File: config.mk
export PLATFORM = sky130hd
export DESIGN_NAME = lcs_row_update_stream
export DESIGN_NICKNAME = d
export VERILOG_FILES = /design/src/sv/lcsru_pkg.sv /design/src/sv/lcsru_core.sv /design/src/sv/lcs_row_update_stream.sv
export VERILOG_INCLUDE_DIRS = /design/src /design/src/sv
export SDC_FILE = /design/constraint.sdc
export NUM_CORES = 1
export LEC_CHECK = 0
export BUFFER_PORTS_ARGS = -buffer_cell sky130_fd_sc_hd__buf_2
export CELL_PAD_IN_SITES_DETAIL_PLACEMENT = 2
export CELL_PAD_IN_SITES_GLOBAL_PLACEMENT = 2
export CORE_MARGIN = 1.5
export CORE_UTILIZATION = 25
export DETAILED_ROUTE_END_ITERATION = 6
export PLACE_DENSITY_LB_ADDON = 0.05
export SYNTH_ARGS = -nofsm -noshare
export SYNTH_HDL_FRONTEND = slang
export SYNTH_SLANG_ARGS = --single-unit
File: constraint.sdc
create_clock -name clk -period 10.7 [get_ports clk]
set_input_delay 1.605 -clock clk [delete_from_list [all_inputs] [get_ports clk]]
set_output_delay 1.605 -clock clk [all_outputs]
set_load 0.02 [all_outputs]
File: src/sv/lcs_row_update_stream_assert.svh
// Assertion macros shared by the LCS row update stream RTL.
`ifndef LCS_ROW_UPDATE_STREAM_ASSERT_SVH
`define LCS_ROW_UPDATE_STREAM_ASSERT_SVH

// Same-cycle implication, sampled on clk, ignored while rst is high.
`define LCSRU_ASSERT_NOW(lbl, ante, cons) \
  lbl: assert property (@(posedge clk) disable iff (rst) (ante) |-> (cons)) \
    else $error("lcs_row_update_stream: same-cycle check failed");

// Next-cycle implication, sampled on clk, ignored while rst is high.
`define LCSRU_ASSERT_NEXT(lbl, ante, cons) \
  lbl: assert property (@(posedge clk) disable iff (rst) (ante) |=> (cons)) \
    else $error("lcs_row_update_stream: next-cycle check failed");

`endif

File: src/sv/lcsru_pkg.sv
// Shared types, constants and helpers for the LCS row update stream.
package lcsru_pkg;

  localparam int ROW_BITS        = 15;
  localparam int MAX_PATTERN_DEF = 15;
  localparam int SYM_W           = 2;
  localparam int LEN_W           = 4;
  localparam int PAT_W           = 2 * ROW_BITS;
  localparam int CFG_IDX_W       = 1;
  localparam int S_TDATA_W       = 8;
  localparam int M_TDATA_W       = 24;

  localparam logic [LEN_W-1:0] LEN_RESET = LEN_W'(15);

  typedef enum logic [CFG_IDX_W-1:0] {
    CFG_PATTERN = 1'b0,
    CFG_LENGTH  = 1'b1
  } cfg_idx_t;

  // One text request as held in the input register.
  typedef struct packed {
    logic [SYM_W-1:0] symbol;
    logic             first;
  } item_t;

  // Number of set bits in each nibble value.
  localparam logic [2:0] NIB_CNT [16] = '{
    3'd0, 3'd1, 3'd1, 3'd2, 3'd1, 3'd2, 3'd2, 3'd3,
    3'd1, 3'd2, 3'd2, 3'd3, 3'd2, 3'd3, 3'd3, 3'd4
  };

  // Population count of a row mask as a two-level tree of nibble lookups.
  function automatic logic [LEN_W-1:0] popcount_row(input logic [ROW_BITS-1:0] m);
    logic [ROW_BITS:0] w;
    logic [LEN_W-1:0]  lo;
    logic [LEN_W-1:0]  hi;
    w  = {1'b0, m};
    lo = LEN_W'(NIB_CNT[w[3:0]])   + LEN_W'(NIB_CNT[w[7:4]]);
    hi = LEN_W'(NIB_CNT[w[11:8]])  + LEN_W'(NIB_CNT[w[15:12]]);
    return lo + hi;
  endfunction

endpackage

File: src/sv/lcsru_core.sv
// Bit-parallel LCS row update: one text symbol against the configured pattern.
module lcsru_core #(
  parameter int ROW_W = 15
) (
  input  lcsru_pkg::item_t                 item,
  input  logic [ROW_W-1:0]                 dp_row,
  input  logic [lcsru_pkg::PAT_W-1:0]      pattern_symbols,
  input  logic [lcsru_pkg::LEN_W-1:0]      pattern_length,
  output logic [lcsru_pkg::ROW_BITS-1:0]   row_mask,
  output logic [lcsru_pkg::LEN_W-1:0]      lcs_length
);
  import lcsru_pkg::*;

  localparam logic [LEN_W-1:0] ROW_W_L = LEN_W'(ROW_W);

  logic [LEN_W-1:0] len_used;
  logic [ROW_W-1:0] len_mask;
  logic [ROW_W-1:0] match;
  logic [ROW_W-1:0] row;
  logic [ROW_W-1:0] v_old;
  logic [ROW_W-1:0] u;
  logic [ROW_W-1:0] v_new;
  logic [ROW_W-1:0] mask_new;

  assign len_used = (pattern_length > ROW_W_L) ? ROW_W_L : pattern_length;

  always_comb begin
    for (int i = 0; i < ROW_W; i++) begin
      len_mask[i] = (i < int'(len_used));
      match[i]    = (pattern_symbols[2*i +: SYM_W] == item.symbol);
    end
  end

  // V holds a one where the row does not rise. The sum carries a run of
  // non-rising positions up to the next match, which is where the row
  // gains a step.
  assign row      = item.first ? '0 : dp_row;
  assign v_old    = ~row & len_mask;
  assign u        = v_old & match;
  assign v_new    = (v_old + u) | (v_old & ~match);
  assign mask_new = ~v_new & len_mask;

  assign row_mask   = ROW_BITS'(mask_new);
  assign lcs_length = popcount_row(ROW_BITS'(mask_new));

endmodule

File: src/sv/lcs_row_update_stream.sv
// Top level of the LCS row update stream: handshakes, registers and row state.
//
//   Channel   Direction  Handshake          Contents
//   s_*       in         tvalid / tready    tdata: symbol; tuser: first
//   m_*       out        tvalid / tready    tdata: row_mask, lcs_length
//   cfg_*     in         valid / ready      cfg_index, cfg_data
//
// One symbol is taken per cycle while the result side does not stall; each
// request passes through the input register and then the result register.
// The row is updated by a single add-and-mask pass over the pattern width,
// so a symbol may follow its predecessor in the very next cycle.
// Reset is synchronous and clears both registers' valid flags, the stored
// row and the configuration (pattern zero, length fifteen).
// A stall on the result side holds the result register; the input register
// still takes one more request, after which s_tready drops.
// Configuration is always ready and must only be written while idle.
module lcs_row_update_stream #(
  parameter int MAX_PATTERN = lcsru_pkg::MAX_PATTERN_DEF
) (
  input  logic                                clk,
  input  logic                                rst,
  // Text symbols.
  input  logic                                s_tvalid,
  output logic                                s_tready,
  input  logic [lcsru_pkg::S_TDATA_W-1:0]     s_tdata,  // [1:0] symbol
  input  logic                                s_tuser,  // [0] first
  // Row results.
  output logic                                m_tvalid,
  input  logic                                m_tready,
  output logic [lcsru_pkg::M_TDATA_W-1:0]     m_tdata,  // [14:0] row_mask, [18:15] lcs_length
  // Configuration writes.
  input  logic                                cfg_valid,
  output logic                                cfg_ready,
  input  logic [lcsru_pkg::CFG_IDX_W-1:0]     cfg_index,
  input  logic [lcsru_pkg::PAT_W-1:0]         cfg_data
);
  import lcsru_pkg::*;

  `include "lcs_row_update_stream_assert.svh"

  // Only as many row bits are stored as the pattern can ever use.
  localparam int ROW_W = (MAX_PATTERN < ROW_BITS) ? MAX_PATTERN : ROW_BITS;

  logic [PAT_W-1:0]    pattern_symbols;
  logic [LEN_W-1:0]    pattern_length;

  logic                in_valid;
  item_t               in_item;
  logic                out_valid;
  logic [ROW_BITS-1:0] out_mask;
  logic [LEN_W-1:0]    out_len;
  logic [ROW_W-1:0]    dp_row;

  logic                advance;
  logic [ROW_BITS-1:0] row_mask;
  logic [LEN_W-1:0]    lcs_length;

  // The input register moves on whenever the result register is empty or
  // being drained in the same cycle.
  assign advance   = in_valid && (!out_valid || m_tready);
  assign s_tready  = !in_valid || advance;
  assign cfg_ready = 1'b1;

  assign m_tvalid = out_valid;
  assign m_tdata  = {(M_TDATA_W - ROW_BITS - LEN_W)'(0), out_len, out_mask};

  always_ff @(posedge clk) begin
    if (rst) begin
      pattern_symbols <= '0;
      pattern_length  <= LEN_RESET;
    end else if (cfg_valid && cfg_ready) begin
      unique case (cfg_idx_t'(cfg_index))
        CFG_PATTERN: pattern_symbols <= cfg_data;
        CFG_LENGTH:  pattern_length  <= cfg_data[LEN_W-1:0];
        default:     pattern_symbols <= pattern_symbols;
      endcase
    end
  end

  // Input register.
  always_ff @(posedge clk) begin
    if (rst) begin
      in_valid <= 1'b0;
    end else if (s_tready) begin
      in_valid <= s_tvalid;
    end
  end

  always_ff @(posedge clk) begin
    if (s_tvalid && s_tready) begin
      in_item.symbol <= s_tdata[SYM_W-1:0];
      in_item.first  <= s_tuser;
    end
  end

  lcsru_core #(
    .ROW_W (ROW_W)
  ) u_core (
    .item            (in_item),
    .dp_row          (dp_row),
    .pattern_symbols (pattern_symbols),
    .pattern_length  (pattern_length),
    .row_mask        (row_mask),
    .lcs_length      (lcs_length)
  );

  // Result register and stored row; both load when a request leaves the
  // input register, so the next symbol sees the updated row.
  always_ff @(posedge clk) begin
    if (rst) begin
      out_valid <= 1'b0;
      dp_row    <= '0;
    end else begin
      if (advance) begin
        out_valid <= 1'b1;
        dp_row    <= row_mask[ROW_W-1:0];
      end else if (m_tready) begin
        out_valid <= 1'b0;
      end
    end
  end

  always_ff @(posedge clk) begin
    if (advance) begin
      out_mask <= row_mask;
      out_len  <= lcs_length;
    end
  end

  `LCSRU_ASSERT_NEXT(a_accept_fills_input, s_tvalid && s_tready, in_valid)
  `LCSRU_ASSERT_NEXT(a_advance_fills_output, advance, out_valid && dp_row == out_mask[ROW_W-1:0])
  `LCSRU_ASSERT_NOW(a_length_is_popcount, out_valid, out_len == LEN_W'($countones(out_mask)))
  `LCSRU_ASSERT_NOW(a_length_bounded, out_valid, out_len <= pattern_length)
  `LCSRU_ASSERT_NOW(a_mask_within_length, out_valid, (out_mask >> pattern_length) == '0)

endmodule
Yosys cells after proc, flatten, opt, wreduce, memory -nomap -nowiden --
Memory sizes are Yosys's and may differ from the RTL's. Index checks and enable logic that the tools add are counted.
Word-level totals: bits in registers 73, memory bits (read-only) 192, bits of input ports 45, output and inout port bits 27, word-level logic and storage cells 86, memories kept 4
Cells by class: $add $sub $neg 4, magnitude comparators 20, equal/unequal tests 15, muxes and demuxes 12, bitwise logic cells 13, reductions and logical operators 9
Memories:
- (no name shown) | words 16, width 3, rd ports 1, clocked after memory_dff 0, write ports 0, line lcsru_pkg.sv:38 | lo = LEN_W'(NIB_CNT[w[3:0]]) + LEN_W'(NIB_CNT[w[7:4]]);
- (no name shown) | words 16, width 3, rd ports 1, clocked after memory_dff 0, write ports 0, line lcsru_pkg.sv:38
- (no name shown) | words 16, width 3, rd ports 1, clocked after memory_dff 0, write ports 0, line lcsru_pkg.sv:39 | hi = LEN_W'(NIB_CNT[w[11:8]]) + LEN_W'(NIB_CNT[w[15:12]]);
- (no name shown) | words 16, width 3, rd ports 1, clocked after memory_dff 0, write ports 0, line lcsru_pkg.sv:39
Operator list (number):
- 15-bit AND | 4
- 15-bit inverter | 3
- 2-bit equality test | 15
- 4-bit less-than comparator, first input constant | 7
- 3-bit two-way mux | 8
- 5-bit greater-or-equal comparator, second input constant | 4
- 3-bit by 4-bit less-than comparator with 1-bit output, first input constant | 4
- 15-bit adder | 1
- 15-bit two-way mux | 1
- 4-bit inverter with 5-bit output | 3
- 15-bit bitwise OR | 1
- 3-bit by 3-bit adder with 4-bit output | 2
- 1-bit by 4-bit less-than comparator with 1-bit output, first input constant | 2
- 2-bit by 4-bit less-than comparator with 1-bit output, first input constant | 2
- 3-bit inverter with 5-bit output | 1
- 4-bit adder | 1
- 4-bit greater-than comparator, second input constant | 1
- 4-bit two-way mux | 1
- 2-bit AND reduction | 2
- 1-bit logical AND | 2
- 1-bit logical NOT | 2
- 1-bit logical OR | 2
- 1-bit two-way mux | 2
- 2-bit nonzero test | 1
- 1-bit inverter | 1

Longest topological paths before layout --
Gate-level depths: netlist (run 1).
word-level depth 15, depth in mapped cells 24, gate-level depth less buffers 23

Modules after synthesis --
A second synthesis (run 1) with hierarchy kept.
Unflattened totals: cell total of the unflattened synthesis 490, area total of the unflattened synthesis 4421.7 um^2
Modules (own cells, without submodules):
- lcs_row_update_stream | times used 1, cells an instance 250, area each 2657.5 um^2, sequential area each 1681.6 um^2
- lcsru_core | times used 1, cells an instance 240, area each 1764.2 um^2, sequential area each 0.0 um^2

Worst setup path before layout (run 1) --
OpenSTA, ideal clock, no wires.
path type reg-to-reg, start point reg in_item[2] (netlist bit), end point reg out_len[3], data pin, library setup time 258 ps, data arrival time 4446 ps, required time 10442 ps, slack 5996 ps, stages on the path, launching flop included 24, buffers on the path 1, period minus slack after synthesis 4704 ps, path through edfxtp_1 buf_6 xor2_1 nor2_1 nor3_1 ha_1 inv_1 o41a_1 a211o_1 a21o_1 nand2_1 nor2_1 ha_1 nor3b_1 o211ai_1 and2_1 fa_1 inv_1 fa_1 ha_1 inv_1 fa_1 xnor2_1 xnor2_1
On the way: cells in the longest elaborated chain, start to end 12, elaborated cells between the ends (all ways) 41, those cells by class add/sub (4); eq/ne (15); mux (8); bitwise (10); memory (4)
RTL lines:
- start: declaration | line lcs_row_update_stream.sv:48 | item_t in_item;
- 2-bit equality test | line lcsru_core.sv:30 | match[i] = (pattern_symbols[2*i +: SYM_W] == item.symbol);
- 15-bit AND or 15-bit inverter (tied branches) | line lcsru_core.sv:39, lcsru_core.sv:40
- 15-bit adder or 15-bit AND (tied branches) | line lcsru_core.sv:40 | assign v_new = (v_old + u) | (v_old & ~match);
- 15-bit bitwise OR * | line lcsru_core.sv:40
- 15-bit inverter * | line lcsru_core.sv:41 | assign mask_new = ~v_new & len_mask;
- 15-bit AND * | line lcsru_core.sv:41
- via row_mask[8] | line lcs_row_update_stream.sv:55 | logic [ROW_BITS-1:0] row_mask;
- 4-bit inverter with 5-bit output (implied by the code) * | line lcsru_pkg.sv:39
- memory read 16 x 3 bit *
- 3-bit two-way mux (implied by the code) * (2 in a row) | line lcsru_pkg.sv:39
- 3-bit by 3-bit adder with 4-bit output * | line lcsru_pkg.sv:39
- 4-bit adder * | line lcsru_pkg.sv:40 | return lo + hi;
- via lcs_length[3] | line lcs_row_update_stream.sv:56 | logic [LEN_W-1:0] lcs_length;
- end signal: assignment | line lcs_row_update_stream.sv:126 | out_len <= lcs_length;
- end: declaration | line lcs_row_update_stream.sv:51 | logic [LEN_W-1:0] out_len;
Mark *: on every way through the listed nets, which the timed path passes. The rest lies on a longest branch. The select of a mux whose other input is x is not followed. A chain may end at the register's enable or synchronous reset.

Final worst setup path (run 1) --
Ends and elaborated chain as after synthesis.

==> results by group, run 1 <==
Timing
  – Fin Hold WS: between 400 and 500 ps
  – Clock Skew: between 5 and 6 ps
  – Period utilization: 53.8%
  – Peak Freq: about 170 MHz
  – Number of setup violations in the final report: 0
  – Slew Viols, Final: 0
  – Worst rel slew slack: 18.4%
  – RSZ-0062 raised after global routing: no
  – Tmin final: between 5000 and 6000 ps
  – Final hold vios: 0
  – Setup ws final: roughly 4900 ps
  – Least-Margin Pin Slew: approximately 1200 ps
  – Setup TNS: 0 ps

Global routing
  – Initial antenna violation count: 0
  – GRT Overall Usage: 14.2%
  – Gr ovfl total: 0
  – Vias in the first global route: around 3800
  – Pin count of the biggest net entering global routing: 53
  – First-pass GRT wire length: approximately 20000 µm

Power and ir drop
  – Sequential Power Share: roughly two fifths
  – Pwr Total: between 0.8 and 0.9 mW
  – Sw Share: between 30 and 40%
  – Int Pwr: around 0.55 mW
  – Clk pwr share: between 30% and 40%
  – Peak supply drop: between 0.07 and 0.08 mV
  – Leakage power figure: between 2 and 2.5 nW
  – Pwr dens: ~160 nW/µm²
  – P_sw: about 0.25 mW
  – Comb pwr share: between 20% and 30%

Synthesis
  – Top post-synthesis cells by area: dfxtp_1, edfxtp_1, nand2_1
  – Post-synthesis sequential area ratio: 37.9%
  – Yosys cell types: 73
  – Top post-synthesis cells by count: nand2_1, a21oi_1, dfxtp_1, inv_1, nor2_1
  – Post-synth EDFFs: 22
  – Synth warnings: 0
  – Post-synth top area cell: dfxtp_1
  – Synth top area share: between 20% and 30%
  – Mapped cell area: 4430 µm²
  – Syn Area/Cell: roughly 9 µm²
  – Leading cell type by number of instances after synthesis: nand2_1
  – Register bit total from synthesis: between 70 and 80
  – Async S/R FF share, synth: 0%
  – Synth Instances: ~510
  – Ys flop type: dfxtp_1

Routing
  – Met2 wire length: 5620 µm
  – Vias: ~3600
  – Drt drc: 0
  – Final wirelength: between 10000 and 15000 µm
  – WL/cell: 15.7 µm
  – Uppermost layer routed: met4
  – Detailed Route Iter0 Violations: 94
  – Via/cell ratio: between 4 and 5
  – DR pass1 iterations: 4
  – DRT antenna net count: 0
  – Metal1 wirelength: roughly 6100 µm
  – Met3 routed WL: around 340 µm

Worst hold path
  – Min-delay worst type: reg2reg

Worst setup path
  – Startpoint types: flop
  – Crit path max-delay family: adder cells
  – Crit-path slowest cell: edfxtp_1
  – Worst EP required: approximately 11000 ps
  – WS Path Type: reg2reg
  – WP buf/inv: 3
  – Worst path max stage delay: slightly above 900 ps
  – Crit-path cells: xor2_1, o22ai_1, o211ai_2, a21oi_2, o41ai_4, a221oi_2, nor3_1, inv_1, ha_1, nor3b_1, o22ai_1, and2_1, fa_1, inv_1, fa_1, ha_1, inv_1, fa_1, xnor2_1, xnor2_1
  – Worst EP arrival: approximately 5800 ps
  – CP max FO: 15
  – Worst setup EP type: flop

Clocking
  – Clock Path Buffers: 2
  – Clk slew on worst S/H paths: ~60 ps
  – Post-CTS Hold Fix Bufs: 0
  – CTS H-Tree Depth: 3
  – Total clock sinks: 73
  – CTS tree: yes
  – Postcts setup bufs: 0
  – Clock Latency Late Sink: around 330 ps
  – PostCTS Resize Cnt: 0
  – CTS root buffer: clkbuf_16
  – CTS Buf Count: 9

Finish
  – Layout cells sized above 1: 19.7%
  – NumNets Final: about 610
  – Final Core Density: ~30%
  – Antenna cells: 0
  – Area Overhead vs Synth: 15.0%

Placed design
  – Port Buf Inserts: 59
  – Hpwl dp: slightly above 9000 µm
  – Routability-driven placement congestion ratio: between 0.7 and 0.8
  – Worst slack, placed: ~5000 ps

Floorplanning
  – Die H: approximately 140 µm
  – Starting Density: between 20% and 30%
  – I/O pin cnt: 72
  – Core box area: 17300 µm²
  – Die ar.: 18500 µm²
  – Rows: 48
  – Width of the chip: roughly 140 µm

Run
  – Max-cap violations: 0

Outcome
  – Outcome: completed
[layout by cell type (no fill, tap or decap), drive strengths merged, types with 3 or more instances in the layout]
cell / n
nand2: 108
and2: 7
edfxtp: 22
nand3: 8
xnor2: 17
nor2: 25
inv: 27
or2: 7
fa: 5
conb: 6
a211o: 7
and3: 7
a31oi: 6
nor2b: 5
buf: 61
clkinv: 4
nand2b: 4
nor4: 4
or2b: 3
a21o: 5
o211ai: 3
a211oi: 3
clkbuf: 12
o21ai: 11
ha: 15
o22ai: 4
a21oi: 57
xor2: 19
nor3b: 3
dfxtp: 51
nor3: 6
[power groups by stage]
stage	clock, mW	sequential, mW	combinational, mW
finish	0.281	0.325	0.201
CTS	0.294	0.326	0.206
global route	0.304	0.328	0.233
floorplan	0	0.334	0.147
global placement	0	0.331	0.199
detailed placement	0	0.332	0.204
[kinds of logic (layout without fill, tap and decap cells)]
| logic type | after synthesis | after routing | synth area share, % |
|---|---|---|---|
| AOI/OAI and AO/OA | 117 | 117 | 18.5 |
| xor gates and xnor gates | 37 | 37 | 8.13 |
| adders and majority gates | 20 | 20 | 6.49 |
| buffers and inverters | 61 | 104 | 7.25 |
| DFF | 73 | 73 | 37.9 |
| muxes | 2 | 2 | 0.451 |
| other | 2 | 6 | 0.169 |
| and+or+nand+nor | 194 | 194 | 21.1 |
[per-stage QoR]
stage               area [µm²]  cells
floorplan                 4450    510
global placement          4820    762
detailed placement        4820    762
CTS                       5100    778
global route              5100    778
finish                    5100    778
[state kept, by name, summed over array words and instances (netlist names)]
name,cells
dp_row,15
in_item,3
in_valid,1
m_tvalid,1
out_len,4
out_mask,15
pattern_length,4
pattern_symbols,30
[worst paths after layout]
kind | from | cells past startpoint | slack, ps | end
min | dp_row[5] | 2 | 460 | dp_row[5]
max | in_item[2] | 20 | 4950 | out_len[3]
min reg2reg | dp_row[5] | 2 | 460 | dp_row[5]
max reg2reg | in_item[2] | 20 | 4950 | out_len[3]
[final cells by class]
cell class                      count  area [µm²]
Clock buffer                       12         256
Clock inverter                      4        17.5
Fill cell                        1994       12200
Inverter                           27         101
Multi-Input combinational cell    376        2450
Sequential cell                    73        1680
Tap cell                          225         282
Timing Repair Buffer               61         310
[worst reg2reg max path: cells and delay by family (launching register included)]
kind	cells	cell delay [ps]
flip-flops	1	920
adder cells (fa/ha/maj)	5	1780
AO/OA/AOI/OAI	6	1090
AND/OR/NAND/NOR	3	890
buffers and inverters	3	200
XOR/XNOR	3	630
[per-layer routing]
metal | global-route usage, % | vias up
met4 | 5.32 | 0
met2 | 23.5 | 56
met1 | 18.7 | 1778
met3 | 2.13 | 10
met5 | 0 | -
li1 | - | 1783
Note: power is estimated with default switching activity, not from simulation.
==> run 2, diff against run 1 <==
==> constraint.sdc (replaced) <==
create_clock -name clk -period 4.8 [get_ports clk]
set_input_delay 0.72 -clock clk [delete_from_list [all_inputs] [get_ports clk]]
set_output_delay 0.72 -clock clk [all_outputs]
set_load 0.02 [all_outputs]
==> results by group, run 2 (synthesis results as in run 1) <==
Finish
  – Seq. cell area: 1680 µm² (about the same)
  – Final Instance Area: 5700 µm² (+12%)
  – Layout cells sized above 1: 31.6% (+12 points)
  – Most common cell after layout, fill and taps aside: nand2_1
  – Post-Layout Cell Count: 836 (+7.5%)
  – Largest Register: pattern_symbols
  – Fillers: 1971 (-1.2%)
  – Antenna cells: 0 (unchanged)
  – Footprint of the multi-input gates: 2600 µm² (+6.1%)
  – Area Overhead vs Synth: 28.5%
  – Most frequent cells in the layout: nand2_1, buf_4, buf_2
  – Top Registers: pattern_symbols (30), dp_row (15), out_mask (15)
  – NumNets Final: 672 (+9.6%)
  – Max FFs per register: 30 (unchanged)

Routing
  – DRT antenna net count: 0 (unchanged)
  – Drt drc: 0 (unchanged)
  – DR pass1 iterations: 4 (unchanged)
  – Final wirelength: 13000 µm (+6.3%)
  – WL/cell: 15.5 µm (-1.1%)
  – Vias: 3798 (+4.7%)
  – Via/cell ratio: 4.54 (-2.6%)
  – Detailed Route Iter0 Violations: 80 (-15%)

Global routing
  – Pin count of the biggest net entering global routing: 31 (-42%)
  – Gr ovfl total: 0 (unchanged)
  – GRT Overall Usage: 15.0% (+0.82 points)
  – Initial antenna violation count: 0 (unchanged)
  – First-pass GRT wire length: 21400 µm (+6.5%)
  – Vias in the first global route: 4099 (+6.9%)

Worst setup path
  – Cell repeated most along the worst path: buf_4
  – CP max FO: 5 (-10)
  – Reg2Reg Depth: 19 (-5.0%)
  – Worst EP required: 4890 ps (-5890 ps)
  – Crit-path slowest cell: fa_1
  – Crit-path cells: buf_4, xor2_1, buf_4, or2_4, a31oi_2, o41ai_4, buf_4, buf_4, and3_2, xor2_2, a221o_1, fa_1, inv_2, fa_1, ha_2, inv_2, fa_2, xnor2_2, xnor2_1
  – Worst EP arrival: 4990 ps (-850 ps)
  – Startpoint types: flop
  – Worst path max stage delay: 530 ps (-390 ps)
  – Worst setup EP type: flop
  – WS Path Type: reg2reg

Placed design
  – Worst slack, placed: -411 ps (-5270 ps)
  – Routability-driven placement congestion ratio: 0.786 (+2.1%)
  – Hpwl dp: 10100 µm (+8.6%)
  – Placed cell area: 5210 µm² (+7.9%)
  – Port Buf Inserts: 59 (unchanged)
  – Placed cells: 813 (+6.7%)

Run
  – Max-cap violations: 0 (unchanged)

Timing
  – Clock Skew: 8.76 ps (+2.76 ps)
  – Number of setup violations in the final report: 2 (+2)
  – Period utilization: 102% (+48 points)
  – Worst rel slew slack: 24.0% (+5.6 points)
  – Final hold vios: 0 (unchanged)
  – Tmin final: 4890 ps (-859 ps)
  – Setup ws final: -95.0 ps (-5040 ps)
  – Least-Margin Pin Slew: 1140 ps (-88.7 ps)
  – Slew Viols, Final: 0 (unchanged)
  – RSZ-0062 raised after global routing: yes
  – Peak Freq: 204 MHz (+18%)

Floorplanning
  – Die ar.: 18500 µm² (unchanged)
  – Core box area: 17300 µm² (unchanged)
  – Rows: 48 (unchanged)
  – Die H: 136 µm (unchanged)
  – Starting Density: 25.6% (unchanged)
  – I/O pin cnt: 72 (unchanged)
  – Width of the chip: 136 µm (unchanged)

Clocking
  – CTS root buffer: clkbuf_16
  – Clock Latency Late Sink: 340 ps (about the same)
  – Clk slew on worst S/H paths: 50 ps (about the same)
  – CTS tree: yes
  – Total clock sinks: 73 (unchanged)
  – CTS H-Tree Depth: 3 (unchanged)
  – Clock Path Buffers: 2 (unchanged)
  – CTS Buf Count: 9 (unchanged)
  – Post-CTS Hold Fix Bufs: 0 (unchanged)

Outcome
  – Failing checks: setup timing
  – Outcome: finished, violations left

Power and ir drop
  – Peak supply drop: 0.167 mV (+130%)
  – Pwr dens: 338 nW/µm² (+110%)
  – Leakage power figure: 2.35 nW (+15%)

Worst hold path
  – Hold path depth: 2 (unchanged)
  – Min-delay worst type: reg2reg
-- run 2: cell types whose count changed in the layout (fill, tap and decap cells not counted), sizes merged --
cell / previous run / this run
clkinv: 4 / 0
clkbuf: 12 / 15
buf: 61 / 120
-- run 2: report_power, final --
part           switching (mW)  internal, mW  total [mW]
Clock                   0.254         0.390       0.645
Combinational           0.321         0.246       0.567
Sequential             0.0223         0.690       0.712
Total                   0.598          1.33        1.92
-- run 2: metrics by stage --
step	setup TNS [ps]	total power, mW	hold WS [ps]	utilization, %
2_1_floorplan	0	1.07	431	-
3_3_place_gp	-375	1.23	440	30.1
3_5_place_dp	-676	1.25	446	30.1
4_1_cts	-244	1.94	463	32.4
5_1_grt	-557	2.05	483	32.9
6_report	-108	1.92	460	32.9
-- run 2: layout make-up --
| class | count | share of cell area, % |
|---|---|---|
| inverter | 27 | 1.78 |
| multi-input combinational | 376 | 45.6 |
| tap | 225 | 4.94 |
| timing repair buffer | 120 | 13.3 |
| clock buffer | 15 | 4.87 |
| sequential | 73 | 29.5 |
-- run 2: final timing paths --
check / from / endpoint / slack (ps)
max: in_item[1] / out_len[3] / -90
min: dp_row[4] / dp_row[4] / 460
min reg2reg: dp_row[4] / dp_row[4] / 460
max reg2reg: in_item[1] / out_len[3] / -90
-- run 2: what timing repair did --
action | CTS | global route
setup buffers | 6 | 2
endpoints found under the setup margin | 2 | 2
pin swaps | 18 | 12
gates resized for setup | 22 | 13
-- run 2: worst max-delay path, delay by kind of cell (launching register included) --
kind / cells / cell delay, ps
AOI/OAI and AO/OA: 3 / 740
xor gates and xnor gates: 4 / 600
adders and majority gates: 4 / 1570
buffers and inverters: 6 / 730
DFF: 1 / 500
and+or+nand+nor: 2 / 510
-- run 2: per-layer routing --
layer,part of all wire [%],track usage (%)
met5,0,0
met4,1.4,4.96
met3,2.8,2.35
met2,46,24.4
met1,50,20.3
